$ cat src/rtl/core/keypad_scan_debouncer_assert.svh
// Assertion macros shared by the keypad scan debouncer RTL.
`ifndef KEYPAD_SCAN_DEBOUNCER_ASSERT_SVH
`define KEYPAD_SCAN_DEBOUNCER_ASSERT_SVH

// Same-cycle implication, clocked on clk_i, disabled during reset.
`define KPSD_ASSERT_IMPLY(lbl, ante, cons, msg) \
  lbl: assert property (@(posedge clk_i) disable iff (!rst_ni) (ante) |-> (cons)) \
    else $error(msg);

// Next-cycle implication, clocked on clk_i, disabled during reset.
`define KPSD_ASSERT_NEXT(lbl, ante, cons, msg) \
  lbl: assert property (@(posedge clk_i) disable iff (!rst_ni) (ante) |=> (cons)) \
    else $error(msg);

`endif

$ cat src/rtl/core/kpsd_pkg.sv
// Package: constants, key table and shared types of the keypad scan debouncer.
`default_nettype none
package kpsd_pkg;

  localparam int unsigned CountWidth    = 16;
  localparam int unsigned IntervalWidth = 16;
  localparam int unsigned CharWidth     = 8;
  localparam int unsigned NibWidth      = 4;

  localparam logic [IntervalWidth-1:0] IntervalReset = 16'd100;
  localparam logic [CharWidth-1:0]     KeyNone       = 8'h0f;

  // ASCII characters indexed by {row, column}
  localparam logic [CharWidth-1:0] KeyChars [16] = '{
    8'h31, 8'h32, 8'h33, 8'h61,   // 1 2 3 a
    8'h34, 8'h35, 8'h36, 8'h62,   // 4 5 6 b
    8'h37, 8'h38, 8'h39, 8'h63,   // 7 8 9 c
    8'h2a, 8'h30, 8'h23, 8'h64    // * 0 # d
  };

  typedef enum logic [3:0] {
    StIdle    = 4'b0001,
    StConfirm = 4'b0010,
    StRelease = 4'b0100,
    StReport  = 4'b1000
  } db_stage_e;

  // One scan event toward the debouncer
  typedef struct packed {
    logic                 fire;
    logic [CharWidth-1:0] key;
  } scan_t;

endpackage
`default_nettype wire

$ cat src/rtl/core/kpsd_prescaler.sv
// Tick prescaler: scan interval register and down counter that times scans.
`default_nettype none
module kpsd_prescaler
  import kpsd_pkg::*;
(
  input  wire logic                     clk_i,
  input  wire logic                     rst_ni,
  input  wire logic                     cfg_we_i,
  input  wire logic [IntervalWidth-1:0] cfg_data_i,
  input  wire logic                     tick_i,
  output logic                          fire_o
);

  logic [IntervalWidth-1:0] interval_q;
  logic [CountWidth-1:0]    cnt_q, cnt_d, cnt_dec;

  assign cnt_dec = cnt_q - 1'b1;
  assign fire_o  = (cnt_dec == '0);

  // Zero interval reloads zero, so the next decrement wraps to a full period
  always_comb begin
    cnt_d = cnt_q;
    if (tick_i) begin
      cnt_d = fire_o ? CountWidth'(interval_q) : cnt_dec;
    end
  end

  always_ff @(posedge clk_i or negedge rst_ni) begin
    if (!rst_ni) begin
      interval_q <= IntervalReset;
      cnt_q      <= CountWidth'(IntervalReset);
    end else begin
      if (cfg_we_i) begin
        interval_q <= cfg_data_i;
      end
      cnt_q <= cnt_d;
    end
  end

endmodule
`default_nettype wire

$ cat config.mk
export PLATFORM = sky130hd
export DESIGN_NAME = kpsd_prescaler
export DESIGN_NICKNAME = d
export VERILOG_FILES = /design/src/rtl/core/keypad_scan_debouncer_assert.svh /design/src/rtl/core/kpsd_pkg.sv /design/src/rtl/core/kpsd_prescaler.sv
export SDC_FILE = /design/constraint.sdc
export NUM_CORES = 1
export LEC_CHECK = 0
export BUFFER_PORTS_ARGS = -buffer_cell sky130_fd_sc_hd__buf_2
export CORE_ASPECT_RATIO = 0.75
export CORE_MARGIN = 3
export CORE_UTILIZATION = 25
export CTS_CLUSTER_SIZE = 40
export DETAILED_ROUTE_END_ITERATION = 16
export HOLD_SLACK_MARGIN = 0.06
export PLACE_DENSITY = 0.4
export REMOVE_ABC_BUFFERS = 1
export SYNTH_ARGS = -nofsm -noshare
export SYNTH_HDL_FRONTEND = slang
export SYNTH_SLANG_ARGS = --single-unit
$ cat constraint.sdc
create_clock -name clk_i -period 2.9 [get_ports clk_i]
set_clock_uncertainty 0.1 [all_clocks]
set_input_delay 0.29 -clock clk_i [delete_from_list [all_inputs] [get_ports clk_i]]
set_output_delay 0.29 -clock clk_i [all_outputs]
set_load 0.005 [all_outputs]
Yosys cells after proc, flatten, opt, wreduce, memory -nomap -nowiden:

Index checks and enable logic that the tools add are counted.

* add/subtract/negate cells: 1
* magnitude comparators: 0
* equality and inequality tests: 0
* shift-type cells: 0
* div/mod/pow operators: 0
* muxes and demuxes: 1
* reductions and logical operators: 1
* multipliers: 0
* bitwise logic cells: 0

Operator list (number)
* zero test 16 bit: 1
* two-way mux 16 bit: 1
* subtractor 16 x 1 -> 16 bit, second input constant: 1

* input bits: 20
* flip-flop bits (word level): 32
* word-level logic and storage cells: 5
* bits in read-only memories: 0
* output and inout port bits: 1
* memories kept: 0
* latch bits: 0
* RAM bits: 0

Longest topological paths before layout:

* depth in word-level cells: 3
* gate-level depth with buffers: 10
* mapped depth without buffers: 8

Worst setup path after synthesis:

No wires, ideal clock.

* path kind: register to register
* start point: register cnt_q[0]
* end point: register cnt_q[4]
* data required time: 2.705 ns
* clock period less this slack: 2.664 ns
* cell stages (with the launch flop): 11
* arrival time: 2.468 ns
* path slack: 0.236 ns
* library setup time: 0.095 ns
* path buffers: 2
* path through: dfrtp_1 -> inv_1 -> ha_1 -> or4b_2 -> nor4_2 -> xor2_1 -> nor4bb_1 -> buf_2 -> buf_6 -> a21oi_1 -> o31ai_1

* cells in the longest elaborated chain, start to end: 3

Ends and longest elaborated chain
* from (decl): line kpsd_prescaler.sv:15 `logic [CountWidth-1:0] cnt_q, cnt_d, cnt_dec;`
* from (signal assigned): line kpsd_prescaler.sv:31 `cnt_q <= CountWidth'(IntervalReset);`
* from (signal assigned): line kpsd_prescaler.sv:36 `cnt_q <= cnt_d;`
* subtractor 16 x 1 -> 16 bit: line kpsd_prescaler.sv:17 `assign cnt_dec = cnt_q - 1'b1;`
* zero test 16 bit: line kpsd_prescaler.sv:18 `assign fire_o = (cnt_dec == '0);`
* net fire_o: line kpsd_prescaler.sv:11 `output logic fire_o`
* two-way mux 16 bit: line kpsd_prescaler.sv:24 `cnt_d = fire_o ? CountWidth'(interval_q) : cnt_dec;`

The timed path passes the listed nets, and every way through them passes these cells.
A chain may end at the register's enable or synchronous reset.

Worst setup path in the final report:

* start point: register cnt_q[1]
* end point: output port fire_o

* cells in the longest elaborated chain, start to end: 2

Ends and longest elaborated chain (line)
* subtractor 16 x 1 -> 16 bit: kpsd_prescaler.sv:17
* zero test 16 bit: kpsd_prescaler.sv:18
* to (decl): kpsd_prescaler.sv:11

Every way passes these cells.

==> results.json <==
{
  "antenna_left": 0,
  "grt_remaining_overflow": 0,
  "initial_utilization": 0.264,
  "path_max_fanout": 5,
  "areaGrowthSynthToFinish_pct": 23.0,
  "syn_inst": 162,
  "max_cap_viol_count": 0,
  "portion_of_total_power_attributed_to_combinational_logic": 0.381,
  "port_buffers": 20,
  "run_status": "completed",
  "gp_congestion": 0.758,
  "min_period_over_period": 0.958,
  "maxSlewHeadroom": 0.515,
  "most_common_flop_cell_mapped_by_yosys": "sky130_fd_sc_hd__dfrtp_1",
  "cts-htree-levels": 2,
  "worst-endpoint-required_ns": 2.51,
  "maximum_count_of_clock_buffers_along_a_single_path": 2,
  "internal_power_w": 0.00107,
  "critPathArrivalTime_ns": 2.39,
  "vdd_ir_drop_max_v": 0.000231,
  "grt_antenna_before_repair": 0,
  "synth_area_per_cell_um2": 10.6,
  "setup_viol": 0,
  "power_frac_clock": 0.191,
  "grt_pass1_wl_mm": 6.76,
  "cp_common_cell": "sky130_fd_sc_hd__buf_6",
  "clk-insertion-delay-late_ns": 0.28,
  "finished_layout_cells": 273,
  "synth_enable_flop_cells": 0,
  "cts.clk_slew.worst_paths_ns": 0.07,
  "netSwitchingPower_w": 0.000625,
  "path_cells": "buf_6, or4_4, nor4_4, xnor2_2, nor4bb_4, buf_4, buf_6",
  "synth_warnings": 0,
  "power_switching_share": 0.368,
  "cts_tree": "done",
  "hold_ws_ns": 0.136,
  "async_reset_ff_frac": 1.00,
  "layout.cells.most_common_list": "26 x sky130_fd_sc_hd__dfrtp_1, 19 x sky130_fd_sc_hd__buf_2, 16 x sky130_fd_sc_hd__mux2_2, 15 x sky130_fd_sc_hd__nor2_1, 12 x sky130_fd_sc_hd__buf_4",
  "min_path_cells": 2,
  "synth_top_cell_area_share": 0.380,
  "worst-path-buf-inv": 3,
  "chipWidth_um": 102,
  "layout_min_cycle_time_ns": 2.78,
  "slowest_delay_ns": 0.59,
  "first_global_vias": 1346,
  "worst_pin_slew_ns": 0.727,
  "layout_setup_ws_ns": 0.122,
  "synth_seq_area_share": 0.473,
  "power-per-cell-area_nw_per_um2": 806,
  "dp_slack_ns": 0.0774,
  "grt_max_degree": 33,
  "netlist_top_cells_area": "sky130_fd_sc_hd__dfrtp_1 38%, sky130_fd_sc_hd__mux2_2 11%, sky130_fd_sc_hd__dfstp_2 9.2%",
  "drc_errors": 0,
  "core_region_area_um2": 6470,
  "post-route-util": 0.325,
  "viasPerCell": 5.05,
  "floorplan.die_area_um2": 7880,
  "layout.cells.most_common": "sky130_fd_sc_hd__dfrtp_1",
  "cpLargestDelayFamily": "simple AND/OR/NAND/NOR gates",
  "fp-row-count": 25,
  "die_y_um": 77.6,
  "worst_path_max_delay_cell": "sky130_fd_sc_hd__or4_4",
  "wirelength_mm": 4.04,
  "num_vias": 1379,
  "regToRegSetupSlack_ns": 0.22,
  "min_to": "interval_q[1]$_DFFE_PN0P_",
  "io_pins": 21,
  "wl_per_cell_um": 14.8,
  "synth_area_um2": 1710,
  "clock-sinks": 32,
  "power_frac_seq": 0.428,
  "critical_path.endpoint_type": "primary output",
  "maxSlewViolCount": 0,
  "post-synth-top-area-cell": "sky130_fd_sc_hd__dfrtp_1",
  "final_layout_size_suffix_gt1_frac": 0.380,
  "hpwl_after_dpl_mm": 2.78,
  "fmax_mhz": 360,
  "final_hold_viol_count": 0,
  "timing.hold.worst.start": "cfg_data_i[1]",
  "clockRootBuffer": "sky130_fd_sc_hd__clkbuf_8",
  "grtUsageTotal": 0.110,
  "cell_depth_of_the_worst_flop_to_flop_path": 9,
  "startpoint_type_of_the_worst_setup_path": "flop",
  "fillers": 653,
  "first_iter_violations": 47,
  "nNetsFinal": 213,
  "place_inst": 256,
  "ys_types": 42,
  "holdCritPathClass": "in -> reg",
  "antenna_cells": 0,
  "first_pass_iters": 7,
  "cts_inserted_buffers": 5,
  "worst-setup-path-type": "reg -> out",
  "r2r-start": "cnt_q[1]$_DFFE_PN0P_",
  "worst_r2r_endpoint": "cnt_q[0]$_DFFE_PN0P_",
  "cellLeakagePower_nw": 0.891,
  "synth-seq-cells": 32
}
cell families after synthesis:
| logic type | after synthesis | synth area share |
|---|---|---|
| AND/OR/NAND/NOR | 66 | 0.230 |
| flip-flops | 32 | 0.473 |
| AO/OA/AOI/OAI | 28 | 0.115 |
| multiplexers | 16 | 0.105 |
| buffers and inverters | 15 | 0.0476 |
| XOR/XNOR | 3 | 0.0154 |
| adder cells (fa/ha/maj) | 2 | 0.0146 |
how the worst max path moves through the flow:
stage               cells past startpoint                  from                     to
finish                                  7  cnt_q[1]$_DFFE_PN0P_                 fire_o
CTS                                     7  cnt_q[0]$_DFFE_PN0P_                 fire_o
global placement                        7  cnt_q[3]$_DFFE_PN0P_   cnt_q[0]$_DFFE_PN0P_
floorplan                               8  cnt_q[0]$_DFFE_PN0P_   cnt_q[8]$_DFFE_PN0P_
detailed placement                      9  cnt_q[0]$_DFFE_PN0P_  cnt_q[15]$_DFFE_PN0P_
global route                            7  cnt_q[1]$_DFFE_PN0P_                 fire_o
synth_stat cells, types with 2 or more instances:
cell type and count:
sky130_fd_sc_hd__a211oi_1 8, sky130_fd_sc_hd__nor2_1 15, sky130_fd_sc_hd__dfstp_2 6, sky130_fd_sc_hd__mux2_2 16, sky130_fd_sc_hd__nand3_1 7, sky130_fd_sc_hd__nand2_1 4
sky130_fd_sc_hd__or4_1 3, sky130_fd_sc_hd__o31ai_1 3, sky130_fd_sc_hd__xor2_1 2, sky130_fd_sc_hd__o21ai_0 6, sky130_fd_sc_hd__buf_2 2, sky130_fd_sc_hd__ha_1 2
sky130_fd_sc_hd__inv_1 3, sky130_fd_sc_hd__clkbuf_1 7, sky130_fd_sc_hd__nor3b_1 2, sky130_fd_sc_hd__a31oi_1 3, sky130_fd_sc_hd__dfrtp_1 26, sky130_fd_sc_hd__and3_1 5
sky130_fd_sc_hd__buf_6 3, sky130_fd_sc_hd__a21oi_1 2, sky130_fd_sc_hd__or3_1 2, sky130_fd_sc_hd__nor3_1 11, sky130_fd_sc_hd__nor4_1 5
layout make-up:
class | instances | area, um2 | share of cell area
Inverter | 3 | 11.3 | 0.00535
Sequential cell | 32 | 808 | 0.384
Tap cell | 81 | 101 | 0.0482
Timing Repair Buffer | 34 | 218 | 0.104
Clock buffer | 8 | 80.1 | 0.0381
Multi-Input combinational cell | 115 | 885 | 0.421
power by group through the flow:
stage | registers [W] | clock network (W) | logic [W]
2_1_floorplan | 0.000687 | 0 | 0.000396
3_3_place_gp | 0.000724 | 0 | 0.000548
3_5_place_dp | 0.000727 | 0 | 0.000552
4_1_cts | 0.000716 | 0.000342 | 0.000601
5_1_grt | 0.000752 | 0.000366 | 0.000726
6_report | 0.000727 | 0.000324 | 0.000645
sequential cells by signal, summed over array words and instances, names as in the netlist:
| signal | flops |
|---|---|
| cnt_q | 16 |
| interval_q | 16 |
through the flow:
step | instance area, um2 | setup TNS [ns] | power (W)
after floorplan | 1640 | -12.66 | 0.00108
after global placement | 1890 | 0 | 0.00127
after detailed placement | 1890 | 0 | 0.00128
after CTS | 2030 | 0 | 0.00166
after global routing | 2100 | -0.000294 | 0.00184
final | 2100 | 0 | 0.00170
metal layers:
layer | GRT usage | part of all wire | vias to the layer above
met3 | 0.0422 | 0.055 | 4
met1 | 0.157 | 0.51 | 681
met2 | 0.156 | 0.43 | 33
met4 | 0.0279 | 0.0089 | 0
li1 | - | - | 661
met5 | 0 | 0 | -
repair_timing:
item                       4_1_cts  5_1_grt
cloned                           0        0
hold buffers                     1        0
pin swaps                        3        6
setup buffers                    4        4
setup endpoints to repair        1        2
resized for setup                3        7
hold endpoints to repair        26        0
Note: power is estimated with default switching activity, not from simulation.
