**src/rtl/core/keypad_scan_debouncer_assert.svh**
```systemverilog
// Assertion macros shared by the keypad scan debouncer RTL.
`ifndef KEYPAD_SCAN_DEBOUNCER_ASSERT_SVH
`define KEYPAD_SCAN_DEBOUNCER_ASSERT_SVH

// Same-cycle implication, clocked on clk_i, disabled during reset.
`define KPSD_ASSERT_IMPLY(lbl, ante, cons, msg) \
  lbl: assert property (@(posedge clk_i) disable iff (!rst_ni) (ante) |-> (cons)) \
    else $error(msg);

// Next-cycle implication, clocked on clk_i, disabled during reset.
`define KPSD_ASSERT_NEXT(lbl, ante, cons, msg) \
  lbl: assert property (@(posedge clk_i) disable iff (!rst_ni) (ante) |=> (cons)) \
    else $error(msg);

`endif

```
**src/rtl/core/kpsd_pkg.sv**
```systemverilog
// Package: constants, key table and shared types of the keypad scan debouncer.
`default_nettype none
package kpsd_pkg;

  localparam int unsigned CountWidth    = 16;
  localparam int unsigned IntervalWidth = 16;
  localparam int unsigned CharWidth     = 8;
  localparam int unsigned NibWidth      = 4;

  localparam logic [IntervalWidth-1:0] IntervalReset = 16'd100;
  localparam logic [CharWidth-1:0]     KeyNone       = 8'h0f;

  // ASCII characters indexed by {row, column}
  localparam logic [CharWidth-1:0] KeyChars [16] = '{
    8'h31, 8'h32, 8'h33, 8'h61,   // 1 2 3 a
    8'h34, 8'h35, 8'h36, 8'h62,   // 4 5 6 b
    8'h37, 8'h38, 8'h39, 8'h63,   // 7 8 9 c
    8'h2a, 8'h30, 8'h23, 8'h64    // * 0 # d
  };

  typedef enum logic [3:0] {
    StIdle    = 4'b0001,
    StConfirm = 4'b0010,
    StRelease = 4'b0100,
    StReport  = 4'b1000
  } db_stage_e;

  // One scan event toward the debouncer
  typedef struct packed {
    logic                 fire;
    logic [CharWidth-1:0] key;
  } scan_t;

endpackage
`default_nettype wire

```
**src/rtl/core/kpsd_decode.sv**
```systemverilog
// Key decoder: first row with exactly one low column selects the character.
`default_nettype none
module kpsd_decode
  import kpsd_pkg::*;
(
  input  wire logic [NibWidth-1:0] cols_row0_i,
  input  wire logic [NibWidth-1:0] cols_row1_i,
  input  wire logic [NibWidth-1:0] cols_row2_i,
  input  wire logic [NibWidth-1:0] cols_row3_i,
  output logic [CharWidth-1:0]     key_o
);

  typedef struct packed {
    logic       hit;
    logic [1:0] col;
  } col_hit_t;

  function automatic col_hit_t single_low(input logic [NibWidth-1:0] nib);
    col_hit_t res;
    res = '{hit: 1'b1, col: 2'd0};
    case (nib)
      4'he:    res.col = 2'd0;
      4'hd:    res.col = 2'd1;
      4'hb:    res.col = 2'd2;
      4'h7:    res.col = 2'd3;
      default: res.hit = 1'b0;
    endcase
    return res;
  endfunction

  col_hit_t h0, h1, h2, h3;

  assign h0 = single_low(cols_row0_i);
  assign h1 = single_low(cols_row1_i);
  assign h2 = single_low(cols_row2_i);
  assign h3 = single_low(cols_row3_i);

  always_comb begin
    if (h0.hit) begin
      key_o = KeyChars[{2'd0, h0.col}];
    end else if (h1.hit) begin
      key_o = KeyChars[{2'd1, h1.col}];
    end else if (h2.hit) begin
      key_o = KeyChars[{2'd2, h2.col}];
    end else if (h3.hit) begin
      key_o = KeyChars[{2'd3, h3.col}];
    end else begin
      key_o = KeyNone;
    end
  end

endmodule
`default_nettype wire

```
**config.mk**
```make
export PLATFORM = sky130hd
export DESIGN_NAME = kpsd_decode
export DESIGN_NICKNAME = d
export VERILOG_FILES = /design/src/rtl/core/keypad_scan_debouncer_assert.svh /design/src/rtl/core/kpsd_pkg.sv /design/src/rtl/core/kpsd_decode.sv
export SDC_FILE = /design/constraint.sdc
export NUM_CORES = 1
export LEC_CHECK = 0
export BUFFER_PORTS_ARGS = -buffer_cell sky130_fd_sc_hd__buf_2
export CORE_AREA = 2 2 39 41
export DETAILED_ROUTE_END_ITERATION = 10
export DIE_AREA = 0 0 41 43
export GPL_TIMING_DRIVEN = 0
export PLACE_DENSITY = 0.8
export RECOVER_POWER = 100
export SYNTH_ARGS = -nofsm -noshare
export SYNTH_HDL_FRONTEND = slang
export SYNTH_SLANG_ARGS = --single-unit
```
**constraint.sdc**
```tcl
create_clock -name vclk -period 2.8
set_input_delay 0.14 -clock vclk [all_inputs]
set_output_delay 0.14 -clock vclk [all_outputs]
set_load 0.02 [all_outputs]
```
Word-level counts from Yosys, hierarchy flattened
Memories as Yosys holds them, arrays and structs flattened.
Index checks and enable logic that the tools add are counted.
Widths: inputs -> output; s select.
{"block": "totals", "regBits": 0, "ramBits": 0, "latchBits": 0, "mem_bits_ro": 512, "in_bits": 16, "output_inout_bits": 8, "n_memories": 4}
{"name": "(no name shown)", "depth": 16, "word_bits": 8, "read_ports": 1, "rd_ports_with_merged_regs": 0, "wr": 0, "line_no": "kpsd_decode.sv:46", "rtl": "key_o = KeyChars[{2'd3, h3.col}];"}
{"name": "(no name shown)", "depth": 16, "word_bits": 8, "read_ports": 1, "rd_ports_with_merged_regs": 0, "wr": 0, "line_no": "kpsd_decode.sv:44", "rtl": "key_o = KeyChars[{2'd2, h2.col}];"}
{"name": "(no name shown)", "depth": 16, "word_bits": 8, "read_ports": 1, "rd_ports_with_merged_regs": 0, "wr": 0, "line_no": "kpsd_decode.sv:42", "rtl": "key_o = KeyChars[{2'd1, h1.col}];"}
{"name": "(no name shown)", "depth": 16, "word_bits": 8, "read_ports": 1, "rd_ports_with_merged_regs": 0, "wr": 0, "line_no": "kpsd_decode.sv:40", "rtl": "key_o = KeyChars[{2'd0, h0.col}];"}
{"block": "classes", "n_eq_ne": 16, "n_mux": 20, "multipliers": 0, "n_lt_le_gt_ge": 4, "n_bitwise": 4, "n_reduce_logical": 4, "n_shift": 0, "div_mod_pow": 0, "addsub": 0}
{"op": "$mux 8", "count": 12}
{"op": "$eq 4x4->1 const B", "count": 12}
{"op": "$pmux 2 s3", "count": 4}
{"op": "$ge 5x5->1 const B", "count": 4}
{"op": "$eq 4x3->1 const B", "count": 4}
{"op": "$reduce_or 4->1", "count": 4}
{"op": "$not 4->5", "count": 2}
{"op": "$not 2->5", "count": 1}
{"op": "$not 3->5", "count": 1}
{"op": "$mux 1", "count": 4}

Depth between registers and ports, before layout
Gate-level depths: netlist of run 1.
{"block": "depth", "ltp_word": 10, "depth_mapped": 8, "ltp_nobuf": 7}

Worst setup path after synthesis of run 1
No wires, ideal clock.
{"block": "synth_path", "path_type": "input -> output", "start": "in cols_row2_i[3]", "end": "out key_o[6]", "cell_stages": 6, "arrival_time_ns": 1.439, "required_ns": 2.660, "path_slack_ns": 1.221, "cell_sequence": "buf_4 xor2_1 a211o_4 nand4b_4 nor4_2 o22a_1"}
{"block": "synth_between", "elab_chain_cells": 9, "word_cells_on_any_way": 14}
{"item": "start, declared", "line_no": "kpsd_decode.sv:8", "rtl": "input wire logic [NibWidth-1:0] cols_row2_i,"}
{"item": "$eq 4x3->1 or $eq 4x4->1 (tied branches)", "line_no": "kpsd_decode.sv:21", "rtl": "case (nib)"}
{"item": "$pmux 2 s3", "line_no": "kpsd_decode.sv:21"}
{"item": "$not 4->5 (not written as such)", "line_no": "kpsd_decode.sv:44"}
{"item": "$mem_v2 16x8"}
{"item": "$mux 8 (not written as such) (2 in series)", "line_no": "kpsd_decode.sv:44"}
{"item": "$mux 8 (*)", "line_no": "kpsd_decode.sv:43", "rtl": "end else if (h2.hit) begin"}
{"item": "$mux 8 (*)", "line_no": "kpsd_decode.sv:41", "rtl": "end else if (h1.hit) begin"}
{"item": "$mux 8 (*)", "line_no": "kpsd_decode.sv:39", "rtl": "if (h0.hit) begin"}
{"item": "end, declared", "line_no": "kpsd_decode.sv:10", "rtl": "output logic [CharWidth-1:0] key_o"}
Mark *: on every way between the ends. The rest lies on a longest branch, timed or not. The select of a mux whose other input is x is not followed.

Worst setup path after layout of run 1
{"block": "layout_path", "start": "in cols_row2_i[1]", "end": "out key_o[6]"}
Same word-level chain as after synthesis.

==> out/metrics.cfg, run 1 <==
[run_status]
outcome=complete, no violations

[yosys]
synthesis.nets=98
syn_avg_cell_area_um2=7.844
synth.yosys.warnings=0
count_of_unique_library_cells_instantiated_by_yosys=36
syn-instance-count=78
synthesis.area_um2=611.8
yosysSeqAreaShare_pct=0

[floorplan]
core-area_mm2=0.001384
io-pin-count=24
die_area_mm2=0.001763
initial_core_util_pct=44.21
std_cell_rows=14
die_y_um=43
fp.dieW_um=41

[setup_path]
worst_path_max_delay_cell=a211o_1
worst-endpoint-required_ns=2.66
critical_path_peak_fanout=7
critical_path.endpoint_type=output port
critPathMostFrequentCell=buf_2
critical_path_arrival_ns=1.63
worst_setup_path_category=in -> out
worst-path-buf-inv=2
path_delay_family=simple AND/OR/NAND/NOR gates
worstPathCellList=buf_2, and2_2, a211o_1, nand4b_4, nor4_1, o22a_1, buf_2
critical_path.max_stage_delay_ns=0.38
critical_path.startpoint_type=input pin
timing.critical_path.from=cols_row2_i[1]

[detailed_routing]
drc_errors=0
route.detailed.vias_per_inst=5.652
drt.antenna.violating_nets=0
total_wire_length_um=1270
drtIter0Drc=5
drt_pass1_iterations=4
routed-via-count=633
wire_per_inst_um=11.34

[place]
dpl_worst_slack_ns=1.087
numPortBuffers=18
detailed_place_hpwl_um=1091
gp_routability_congestion=0.7438
dp.cells=112

[worst_hold_path]
min_path_type=in -> out
hp-start=cols_row3_i[0]

[final_layout]
layout.area.seq_um2=0
stdcell_count=112
finalCoreUtilization_pct=50.63
sequential_cell_total=0
num_antenna_cells=0
finalNetCount=118
syn2layout_area_growth_pct=14.52
layout-drive-gt1-share_pct=25.00
clock_buffers=0

[timing]
fin_ws_ns=1.034
hold_violation_count_in_the_final_report=0
final.min_clock_period_ns=1.766
max_clock_freq_mhz=566.2
tns_ns=0
fin_crit_sh_pct=63.07
grt_setup_unrepaired=no
report.final.slew_viol_count=0
timing.final.setup_violations=0

[global_route]
grt_pass1_vias=517
antenna_violations_before_repair=0
grt_overflow=0
largest_net_degree_at_the_start_of_global_routing=9
grt_pass1_wl_um=1994
groute.usage.overall_pct=15.08

[power]
power.density_cell_area_mw_per_mm2=205.8
power_leakage_nw=0.3390
peakVddDrop_mv=0.09183

[clock_tree]
cts_repair_resize_count=0
cts-hold-fix-buffers=0
cts.repair_timing.setup_buffer_count=0

[flow_run]
timing.max_cap.violations=0

==> through the flow <==
stage,hold slack [ns],cell area (µm²),power (mW)
final,0.7210,700.7,0.1442
after global routing,0.7535,700.7,0.1579
after CTS,0.6818,721.9,0.1507
after detailed placement,0.6812,721.9,0.1501
after global placement,0.6709,721.9,0.1471
after floorplan,0.4828,611.8,0.1075
==> power by group <==
part | internal, mW | switching [mW] | total [mW]
clock network | 0 | 0 | 0
logic | 0.0618 | 0.0824 | 0.144
registers | 0 | 0 | 0
==> Yosys cell counts, drive strengths merged (2+ instances only) <==
library cell	number	share of area (%)
mux2i	5	8.2
a21oi	6	4.9
buf	6	11
nand2	5	3.1
inv	4	2.5
nor2	3	1.8
nand4b	8	14
nand3	4	3.3
xnor2	2	2.9
ha	4	8.2
and2	2	2.5
and3	2	2.0
xor2	5	7.2
and4b	2	3.5
o21ai	3	2.5
==> path summary, 6_finish.rpt <==
path	endpoint	slack, ns	cells past startpoint
setup / recovery	key_o[6]	1.03	7
hold / removal	key_o[5]	0.72	4
==> routing by layer <==
metal  global-route usage, %  wire, µm  vias up
li1                        -         -      330
met1                   17.41       525      283
met2                   30.00       690       20
met3                       0        54        0
met4                       0         0        0
met5                       0         0        -
==> layout by cell type, fill, tap and decap left out, drive strengths merged <==
cell / count
a211o: 1
a211oi: 1
a21o: 1
a21oi: 6
a31o: 1
a31oi: 1
a41oi: 1
and2: 2
and3: 2
and4: 1
and4b: 2
buf: 19
clkbuf: 6
conb: 1
ha: 4
inv: 4
mux2i: 5
nand2: 5
nand3: 4
nand4b: 8
nor2: 3
nor2b: 1
nor3: 1
nor4: 1
o2111ai: 1
o211ai: 1
o21ai: 3
o221ai: 1
o22a: 1
o22ai: 1
xnor2: 2
xor2: 5
==> cell type report <==
| class | count | area (µm²) |
|---|---|---|
| fillers | 143 | 683.2 |
| inverters | 4 | 15.01 |
| multi-input cells | 67 | 508.0 |
| well taps | 16 | 20.02 |
| plain buffers | 7 | 73.82 |
| repair buffers | 18 | 83.83 |
==> cells by family after synthesis <==
family	synth area share, %
simple gates	35.38
compound gates	23.11
buf+inv	14.52
xor+xnor	10.02
mux	8.180
fa+ha+maj	8.180
other cells	0.6129
(Power assumes the default switching activity.)
==> run 2: changes to the inputs <==
--- a/config.mk
+++ b/config.mk
@@ -5,12 +5,13 @@
 export SDC_FILE = /design/constraint.sdc
 export NUM_CORES = 1
 export LEC_CHECK = 0
+export ABC_AREA = 1
 export BUFFER_PORTS_ARGS = -buffer_cell sky130_fd_sc_hd__buf_2
 export CORE_AREA = 2 2 39 41
 export DETAILED_ROUTE_END_ITERATION = 10
 export DIE_AREA = 0 0 41 43
 export GPL_TIMING_DRIVEN = 0
-export PLACE_DENSITY = 0.8
+export PLACE_DENSITY = 0.77
 export RECOVER_POWER = 100
 export SYNTH_ARGS = -nofsm -noshare
 export SYNTH_HDL_FRONTEND = slang
==> constraint.sdc (replaced) <==
create_clock -name vclk -period 1.6
set_input_delay 0.08 -clock vclk [all_inputs]
set_output_delay 0.08 -clock vclk [all_outputs]
set_load 0.02 [all_outputs]
==> run 2 against run 1 <==
Against the previous run: die area unchanged; routed wire length down 6.1%; setup slack worse by 0.88 ns; non-clock buffer count down 1; sequential cell count unchanged; core utilization down 3.0 points; first-iteration DRC count up 60%; combinational power up 52%; largest power group unchanged; largest cell class unchanged; via count up 7.6%; sequential share of layout area unchanged; final area down 5.9%; synthesized cell count up 38%; critical path type unchanged.
==> out/metrics.cfg, run 2 <==
[final_layout]
layout_common_cells=34 x nand2_1, 18 x nor2_1, 17 x buf_2  ; was 13 x buf_2, 7 x nand4b_1, 6 x a21oi_1
syn2layout_area_growth_pct=23.13  ; was 14.52%
layout.area.seq_um2=0  ; unchanged
final_common_cell=nand2_1  ; was buf_2
finalNetCount=153  ; was 118
multi_input_area_um2=441.7  ; was 508.0 µm²
num_antenna_cells=0  ; unchanged
finalCoreUtilization_pct=47.65  ; was 50.63%
layout-drive-gt1-share_pct=23.66  ; was 25.00%
clock_buffers=0  ; unchanged
final.fill_count=149  ; was 143
sequential_cell_total=0  ; unchanged

[worst_hold_path]
min_path_type=in -> out  ; unchanged
hp-start=cols_row1_i[1]  ; was cols_row3_i[0]

[detailed_routing]
drc_errors=0  ; unchanged
drt.antenna.violating_nets=0  ; unchanged
route.detailed.vias_per_inst=4.633  ; was 5.652
drt_pass1_iterations=4  ; unchanged
drtIter0Drc=8  ; was 5
routed-via-count=681  ; was 633
wire_per_inst_um=8.116  ; was 11.34 µm
total_wire_length_um=1193  ; was 1270 µm

[setup_path]
path_delay_family=simple AND/OR/NAND/NOR gates  ; unchanged
critical_path_arrival_ns=1.37  ; was 1.63 ns
worstPathCellList=buf_2, nand2_1, nor3_1, a31oi_1, ha_1, nor2_1, nor3_2, clkbuf_1  ; was buf_2, and2_2, a211o_1, nand4b_4, nor4_1, o22a_1, buf_2
timing.critical_path.from=cols_row2_i[2]  ; was cols_row2_i[1]
worst_setup_path_category=in -> out  ; unchanged
worst_path_max_delay_cell=ha_1  ; was a211o_1
critical_path_peak_fanout=4  ; was 7
critical_path.startpoint_type=input pin  ; unchanged
worst-path-buf-inv=2  ; unchanged
critical_path.endpoint_type=output port  ; unchanged
critical_path.max_stage_delay_ns=0.28  ; was 0.38 ns
worst-endpoint-required_ns=1.52  ; was 2.66 ns

[floorplan]
initial_core_util_pct=38.70  ; was 44.21%
fp.dieW_um=41  ; unchanged
die_area_mm2=0.001763  ; unchanged
die_y_um=43  ; unchanged
io-pin-count=24  ; unchanged
core-area_mm2=0.001384  ; unchanged
std_cell_rows=14  ; unchanged

[timing]
tns_ns=0  ; unchanged
report.final.slew_viol_count=0  ; unchanged
timing.final.setup_violations=0  ; unchanged
max_clock_freq_mhz=691.4
final.min_clock_period_ns=1.446
fin_crit_sh_pct=90.39
hold_violation_count_in_the_final_report=0  ; unchanged
grt_setup_unrepaired=no  ; unchanged

[power]
power.combinational.fraction_pct=100.0  ; about the same
seq_power_share_pct=0  ; about the same
post-layout-total-power_mw=0.2190  ; was 0.1442 mW
power_internal_mw=0.07639  ; was 0.06181 mW
clockPowerShare_pct=0  ; about the same
peakVddDrop_mv=0.1439  ; was 0.09183 mV
power.density_cell_area_mw_per_mm2=332.2  ; was 205.8 mW/mm²
power_leakage_nw=0.4194  ; was 0.3390 nW
power.switching_fraction_pct=65.12  ; was 57.14%
power.switching_mw=0.1426  ; was 0.08240 mW

[yosys]
count_of_unique_library_cells_instantiated_by_yosys=23  ; was 36
synthesis.nets=128  ; was 98
main_combinational_cell_family_by_area_after_synthesis=simple AND/OR/NAND/NOR gates  ; unchanged
synth.yosys.warnings=0  ; unchanged
share_of_the_synthesized_netlist_area_taken_by_xor_and_xnor_gates_pct=0  ; was 10.02%
synthesis.area_um2=535.5  ; was 611.8 µm²
yosysSeqAreaShare_pct=0  ; unchanged
cell_types_with_the_highest_counts_after_synthesis=34 x nand2_1, 18 x nor2_1, 15 x inv_1, 6 x nand3_1  ; was 7 x nand4b_1, 6 x a21oi_1, 5 x mux2i_1, 5 x nand2_1, 5 x xor2_1
synth.largest_area_cell=nand2_1  ; was nand4b_1
synth_compound_gate_area_share_pct=12.38  ; was 23.11%
syn-instance-count=108  ; was 78
syn_avg_cell_area_um2=4.958  ; was 7.844 µm²
synth_simple_gate_area_share_pct=60.98  ; was 35.38%
synth.area.top_cells=nand2_1 24%, nor2_1 13%, inv_1 11%  ; was nand4b_1 10%, ha_1 8.2%, mux2i_1 8.2%
synth_mux_area_share_pct=0  ; was 8.180%
netlist.area_leader.share_pct=23.83  ; was 10.02%
yosys.cell_count.top_type=nand2_1  ; was nand4b_1
synth_adder_area_share_pct=9.346  ; was 8.180%

[flow_run]
timing.max_cap.violations=0  ; unchanged

[global_route]
largest_net_degree_at_the_start_of_global_routing=8  ; was 9
grt_overflow=0  ; unchanged
grt_pass1_wl_um=1897  ; was 1994 µm
groute.usage.overall_pct=14.09  ; was 15.08%
grt_pass1_vias=548  ; was 517
antenna_violations_before_repair=0  ; unchanged

[run_status]
outcome=complete, no violations  ; unchanged

[place]
numPortBuffers=23  ; was 18
gp_routability_congestion=0.7787  ; was 0.7438
detailed_place_hpwl_um=1049  ; was 1091 µm

[clock_tree]
cts_repair_resize_count=0  ; unchanged
cts-hold-fix-buffers=0  ; unchanged
cts.repair_timing.setup_buffer_count=0  ; unchanged

run 2: changes by cell type after synthesis, moves of 5 or more:
cell	before	now
xor2_1	5	0
mux2i_1	5	0
nand4b_1	7	0
nand2_1	5	34
nor2_1	3	18
inv_1	4	15
run 2: power by group through the flow:
stage | clock (mW) | combinational (mW) | sequential, mW
final | 0 | 0.219 | 0
after global routing | 0 | 0.246 | 0
after CTS | 0 | 0.226 | 0
after detailed placement | 0 | 0.225 | 0
after global placement | 0 | 0.220 | 0
after floorplan | 0 | 0.155 | 0
run 2: path summary, 6_finish.rpt:
check,to,slack [ns],cells past startpoint
worst max-delay path,key_o[3],0.15,8
worst min-delay path,key_o[0],0.63,5
run 2: area by class of cell:
type	count	share of cell area, %
Buffer	1	1.139
Inverter	20	12.33
Multi-Input combinational cell	87	66.98
Tap cell	16	3.036
Timing Repair Buffer	23	16.51
run 2: per-stage QoR:
stage	setup WS (ns)	hold WS (ns)	cells	area (µm²)
2_1_floorplan	0.4165	0.3780	108	535.5
3_3_place_gp	0.2475	0.6113	147	670.6
3_5_place_dp	0.1975	0.6238	147	670.6
4_1_cts	0.1913	0.6275	147	670.6
5_1_grt	0.05160	0.6780	147	659.4
6_report	0.1537	0.6279	147	659.4
run 2: cells by family (layout without fill, tap and decap cells):
kind of cell             after synthesis  after routing
adder cells (fa/ha/maj)                4              4
AND/OR/NAND/NOR                       71             71
buffers and inverters                 21             44
other                                  1              1
AO/OA/AOI/OAI                         11             11
run 2: worst min-delay path: stages:
cell,delay [ns]
buf_2,0.10
nor2_1,0.04
nor2_1,0.09
a21boi_1,0.07
clkbuf_1,0.16
run 2: routing by layer:
metal | routed length [µm] | track usage (%) | part of all wire (%) | vias up
met3 | 48 | 0 | 4.0 | 0
met2 | 626 | 28.75 | 52 | 12
met5 | 0 | 0 | 0 | -
met1 | 519 | 15.51 | 44 | 287
met4 | 0 | 0 | 0 | 0
li1 | - | - | - | 382
